==> src/rtl/core/hpe_pkg.sv <==
// Package for the Horner polynomial evaluator: item types, action codes and
// configuration register indexes. No dependencies.
package hpe_pkg;

	localparam int unsigned WORD_W    = 64;
	localparam int unsigned CFG_IDX_W = 1;
	localparam int unsigned LEN_REG_W = 9;

	localparam logic ACT_LOAD = 1'b0;
	localparam logic ACT_EVAL = 1'b1;

	localparam logic [CFG_IDX_W-1:0] CFG_MODULUS = 1'b0;
	localparam logic [CFG_IDX_W-1:0] CFG_LENGTH  = 1'b1;

	typedef struct packed {
		logic              action;
		logic [7:0]        coeff_index;
		logic [WORD_W-1:0] operand;
		logic              last_point;
	} in_item_t;

	typedef struct packed {
		logic [WORD_W-1:0] value;
		logic              last_result;
	} out_item_t;

endpackage

==> src/rtl/core/hpe_modstep.sv <==
// Shared modular step: (r or 2r) + addend, reduced once against the modulus.
// Uses hpe_pkg. Requires r and addend below the modulus.
module hpe_modstep (
	input  logic [hpe_pkg::WORD_W-1:0] r,
	input  logic [hpe_pkg::WORD_W-1:0] addend,
	input  logic                       dbl,
	input  logic [hpe_pkg::WORD_W:0]   n_mod,
	output logic [hpe_pkg::WORD_W-1:0] res
);
	import hpe_pkg::*;

	logic [WORD_W:0] base;
	logic [WORD_W:0] sum;
	logic [WORD_W:0] diff;

	always_comb begin
		base = dbl ? {r, 1'b0} : {1'b0, r};
		sum  = base + {1'b0, addend};
		diff = sum - n_mod;
		res  = (sum >= n_mod) ? diff[WORD_W-1:0] : sum[WORD_W-1:0];
	end
endmodule

==> config.mk <==
export PLATFORM = sky130hd
export DESIGN_NAME = hpe_modstep
export DESIGN_NICKNAME = d
export VERILOG_FILES = /design/src/rtl/core/hpe_pkg.sv /design/src/rtl/core/hpe_modstep.sv
export SDC_FILE = /design/constraint.sdc
export NUM_CORES = 1
export LEC_CHECK = 0
export ABC_AREA = 1
export BUFFER_PORTS_ARGS = -buffer_cell sky130_fd_sc_hd__buf_2
export CORE_AREA = 4 4 189 209
export DETAILED_ROUTE_END_ITERATION = 12
export DIE_AREA = 0 0 193 213
export RECOVER_POWER = 100
export SLEW_MARGIN = 20
export SYNTH_ARGS = -nofsm -noshare
export SYNTH_HDL_FRONTEND = slang
export SYNTH_SLANG_ARGS = --single-unit
export TNS_END_PERCENT = 30
==> constraint.sdc <==
create_clock -name vclk -period 6.8
set_input_delay 1.02 -clock vclk [all_inputs]
set_output_delay 1.02 -clock vclk [all_outputs]
set_load 0.01 [all_outputs]
* Word-level counts from Yosys, hierarchy flattened
Cells that the tools add are included.
** Operators by class
- Add/sub/neg operators :: 2
- Magnitude comparators :: 1
- Multiplexer cells :: 2
** Operators by type and width (count)
- $add 65x64->65 :: 1
- $ge 65x65->1 :: 1
- $mux 65 :: 1
- $mux 64 :: 1
- $sub 64x64->64 :: 1
** Storage, ports and cells
- Register bits :: 0
- Bits of input ports :: 194
- Output and inout bits :: 64
- Logic and storage cells :: 5

* Depth between registers and ports, before layout
- Depth after elaboration :: 4
- Gate-level depth with buffers :: 34
- Gate-level depth less buffers :: 32

* Worst setup path before layout
Ideal clock, no wire load.
- Path type :: in2out
- Start point :: input port dbl
- End point :: output port res[10] (netlist name)
- Data arrival time :: 4967 ps
- Setup slack :: 813 ps
- Cell stages on the path :: 34
- Cell sequence :: clkbuf_1 > clkbuf_1 > buf_1 > nor2_1 > ha_1 > fa_1 > nand2_1 > nand3_1 > nand3_1 > nand2_1 > nand2_1 > nand2_1 > nand2_1 > nand2_1 > nand2_1 > nand2_1 > nand2_1 > nand2_1 > ha_1 > nand2_1 > inv_1 > nand2_1 > nand2_1 > nand2_1 > nand2_1 > nand2_1 > nand2_1 > nand2_1 > nand3_2 > a21oi_2 > buf_6 > buf_6 > nand2_1 > o21ai_1
** Between the ends
- Word-level cells in the longest chain between the ends :: 4
** Ends and longest elaborated chain
- start: declaration :: line hpe_modstep.sv:6 : input logic dbl,
- $mux 65 * :: line hpe_modstep.sv:17 : base = dbl ? {r, 1'b0} : {1'b0, r};
- $add 65x64->65 * :: line hpe_modstep.sv:18 : sum = base + {1'b0, addend};
- $sub 64x64->64 or $ge 65x65->1 (tied branches) :: line hpe_modstep.sv:19, hpe_modstep.sv:20
- $mux 64 * :: line hpe_modstep.sv:20 : res = (sum >= n_mod) ? diff[WORD_W-1:0] : sum[WORD_W-1:0];
- end: declaration :: line hpe_modstep.sv:8 : output logic [hpe_pkg::WORD_W-1:0] res
Mark *: on every way between the ends. The rest lies on a longest branch, timed or not.

* Final worst setup path
- Start point :: input port dbl
- End point :: output port res[23] (netlist name)
Same word-level chain as after synthesis.

==> impl_metrics.csv <==
group,metric,value,unit
logic_synthesis,ys.warnings.count,0,
power_and_ir_drop,p_seq_share,0,%
global_route,grt-ovfl-total,0,
critical_path,slowest_delay,0.45,ns
critical_path,cpMostUsedCell,"nand2_1",
placement,dpl_cell_area,15600,sq um
critical_path,crit_fanout,59,
logic_synthesis,yosysSeqAreaShare,0,%
final_layout,finalInstanceArea,15700,sq um
floorplanning,core,37100,sq um
timing,post-route-min-period,6.40,ns
final_layout,final_cell_mix,"1326 x nand2_1, 705 x inv_1, 257 x buf_2, 218 x nor2_1, 137 x a21oi_1",
floorplanning,dieArea,41100,sq um
detailed_routing,via_per_inst,4.70,
final_layout,layout.nets,3559,
power_and_ir_drop,intPower,0.00106,W
detailed_routing,drt-total-wl,54700,um
floorplanning,die_w,193,um
final_layout,register_area,0,sq um
global_route,antenna_found_initial,0,
floorplanning,die_h,213,um
final_layout,num-clock-buffers,0,
placement,hpwl,49900,um
placement,numPortBuffers,258,
critical_path,crit_type,"primary input to output pin",
detailed_routing,dr.pass1.iters,6,
timing,setup_viol,0,
floorplanning,start_util,35.9,%
detailed_routing,post_drt_wl_per_cell,14.7,um
placement,gp_congestion,1.01,
timing,hold_violations,0,
global_route,grt_pass1_vias,16192,
power_and_ir_drop,switching_share,65.6,%
logic_synthesis,yosysUniqueCellTypes,35,
final_layout,n_fill_cell,4531,
logic_synthesis,synth_nets,3262,
critical_path,crit_required,5.78,ns
placement,dp_cells,3726,
critical_path,arrival,5.38,ns
status,status,"completed",
timing,max_clock_freq,156,MHz
run,cap_violations,0,
final_layout,final_cells,3726,
timing,slew_violations,0,
global_route,grt_pass1_wl,83400,um
power_and_ir_drop,ir_worst_vdd,0.0999,mV
critical_path,critPathSlowestCell,"fa_1",
power_and_ir_drop,p_per_area,196,nW/um^2
critical_path,worstSetupEndpointType,"output pin",
timing,setup_tns,0,ns
logic_synthesis,syn_inst,2937,
power_and_ir_drop,total_power,0.00308,W
worst_hold_path,hold_path_class,"primary input to output pin",
floorplanning,ios,258,
critical_path,cp-start-kind,"primary input",
detailed_routing,ant_nets,0,
power_and_ir_drop,p_sw,0.00202,W
detailed_routing,via_count,17513,
power_and_ir_drop,power_leakage,10.7,nW
final_layout,layout-drive-gt1-share,11.5,%
final_layout,area_growth,17.8,%
final_layout,final_common_cell,"nand2_1",
logic_synthesis,synth_area_per_cell,4.54,sq um
timing,timing.final.crit_share,94.2,%
floorplanning,rows,74,
global_route,grt_max_degree,60,
clocking,cts_setup_buffers,0,
detailed_routing,drc,0,
power_and_ir_drop,p_comb_share,100.0,%
final_layout,design.seq.count,0,
power_and_ir_drop,clkPwrFrac,0,%
logic_synthesis,synthesis.area,13300,sq um
global_route,track_usage,25.7,%
final_layout,n_antenna_cell,0,
timing,slew_headroom,63.1,%
timing,worstMarginPinSlew,0.551,ns
detailed_routing,drt_iter0_markers,1105,
[cells by family after synthesis]
logic type	after synthesis	synth area share, %
AOI/OAI and AO/OA	236	9.15
xor gates and xnor gates	64	4.20
adders and majority gates	131	12.4
buffers and inverters	740	21.4
muxes	1	0.0844
and+or+nand+nor	1765	52.8
[metal layers]
layer,vias up,part of all wire [%],GRT usage (%)
met5,-,0,0
met4,0,3.7,7.28
met3,87,5.6,0.621
met2,540,46,44.9
met1,7559,45,34.8
li1,9327,-,-
[path summary, 6_finish.rpt]
check,from,endpoint,slack [ns],cells after the start
worst min-delay path,addend[0],res[0],2.53,5
worst max-delay path,dbl,res[23],0.40,32
[through the flow]
stage | hold slack [ns] | util [%] | worst slack, ns
3_5_place_dp | 2.52 | 42.1 | 0.125
3_3_place_gp | 2.53 | 42.1 | 0.138
2_1_floorplan | 2.30 | - | 0.813
6_report | 2.53 | 42.3 | 0.395
5_1_grt | 2.55 | 42.3 | -0.0107
4_1_cts | 2.53 | 42.1 | 0.120
[synthesized netlist by cell type]
cell / n / share of area (%)
a21o_1: 2 / 0.11
a21oi_1: 139 / 5.2
a21oi_2: 1 / 0.066
and2_1: 4 / 0.19
and3_1: 3 / 0.14
buf_1: 5 / 0.14
buf_2: 1 / 0.037
buf_6: 10 / 0.84
clkbuf_1: 10 / 0.28
clkbuf_2: 1 / 0.037
clkinv_1: 1 / 0.028
fa_1: 2 / 0.30
ha_1: 129 / 12
inv_1: 705 / 20
inv_2: 7 / 0.20
mux2_2: 1 / 0.084
nand2_1: 1326 / 37
nand2_2: 3 / 0.14
nand2_4: 1 / 0.084
nand3_1: 110 / 4.1
nand3_2: 2 / 0.15
nand3b_1: 24 / 1.4
nand4_1: 13 / 0.61
nor2_1: 227 / 6.4
nor2_2: 7 / 0.33
nor3_1: 31 / 1.2
nor3_2: 4 / 0.30
nor4_1: 7 / 0.33
o21a_1: 1 / 0.056
o21ai_0: 60 / 2.3
o21ai_1: 22 / 0.83
o21bai_1: 11 / 0.62
or2_2: 3 / 0.14
xnor2_1: 31 / 2.0
xor2_1: 33 / 2.2
[layout make-up]
cell class / instances / area (sq um) / area share (%)
inverters: 713 / 2680 / 17.0
multi-input cells: 2197 / 10600 / 67.3
well taps: 494 / 618 / 3.93
repair buffers: 322 / 1850 / 11.8
[repair_timing]
item / in CTS / in global routing
hold buffers: 0 / 0
hold endpoints to repair: 0 / 0
endpoints found under the setup margin: 0 / 64
resized for setup: 0 / 26
[critical path, delay by kind of cell]
family | cells | cell delay [ns]
adder cells (fa/ha/maj) | 3 | 1.09
buffers and inverters | 5 | 0.70
AND/OR/NAND/NOR | 23 | 2.45
AO/OA/AOI/OAI | 1 | 0.08
[power groups by stage]
stage | combinational, W | sequential, W | clock, W
6_report | 0.00308 | 0 | 0
2_1_floorplan | 0.00198 | 0 | 0
3_3_place_gp | 0.00304 | 0 | 0
5_1_grt | 0.00343 | 0 | 0
3_5_place_dp | 0.00303 | 0 | 0
4_1_cts | 0.00304 | 0 | 0
No activity file was read; power rests on OpenSTA's default activity.
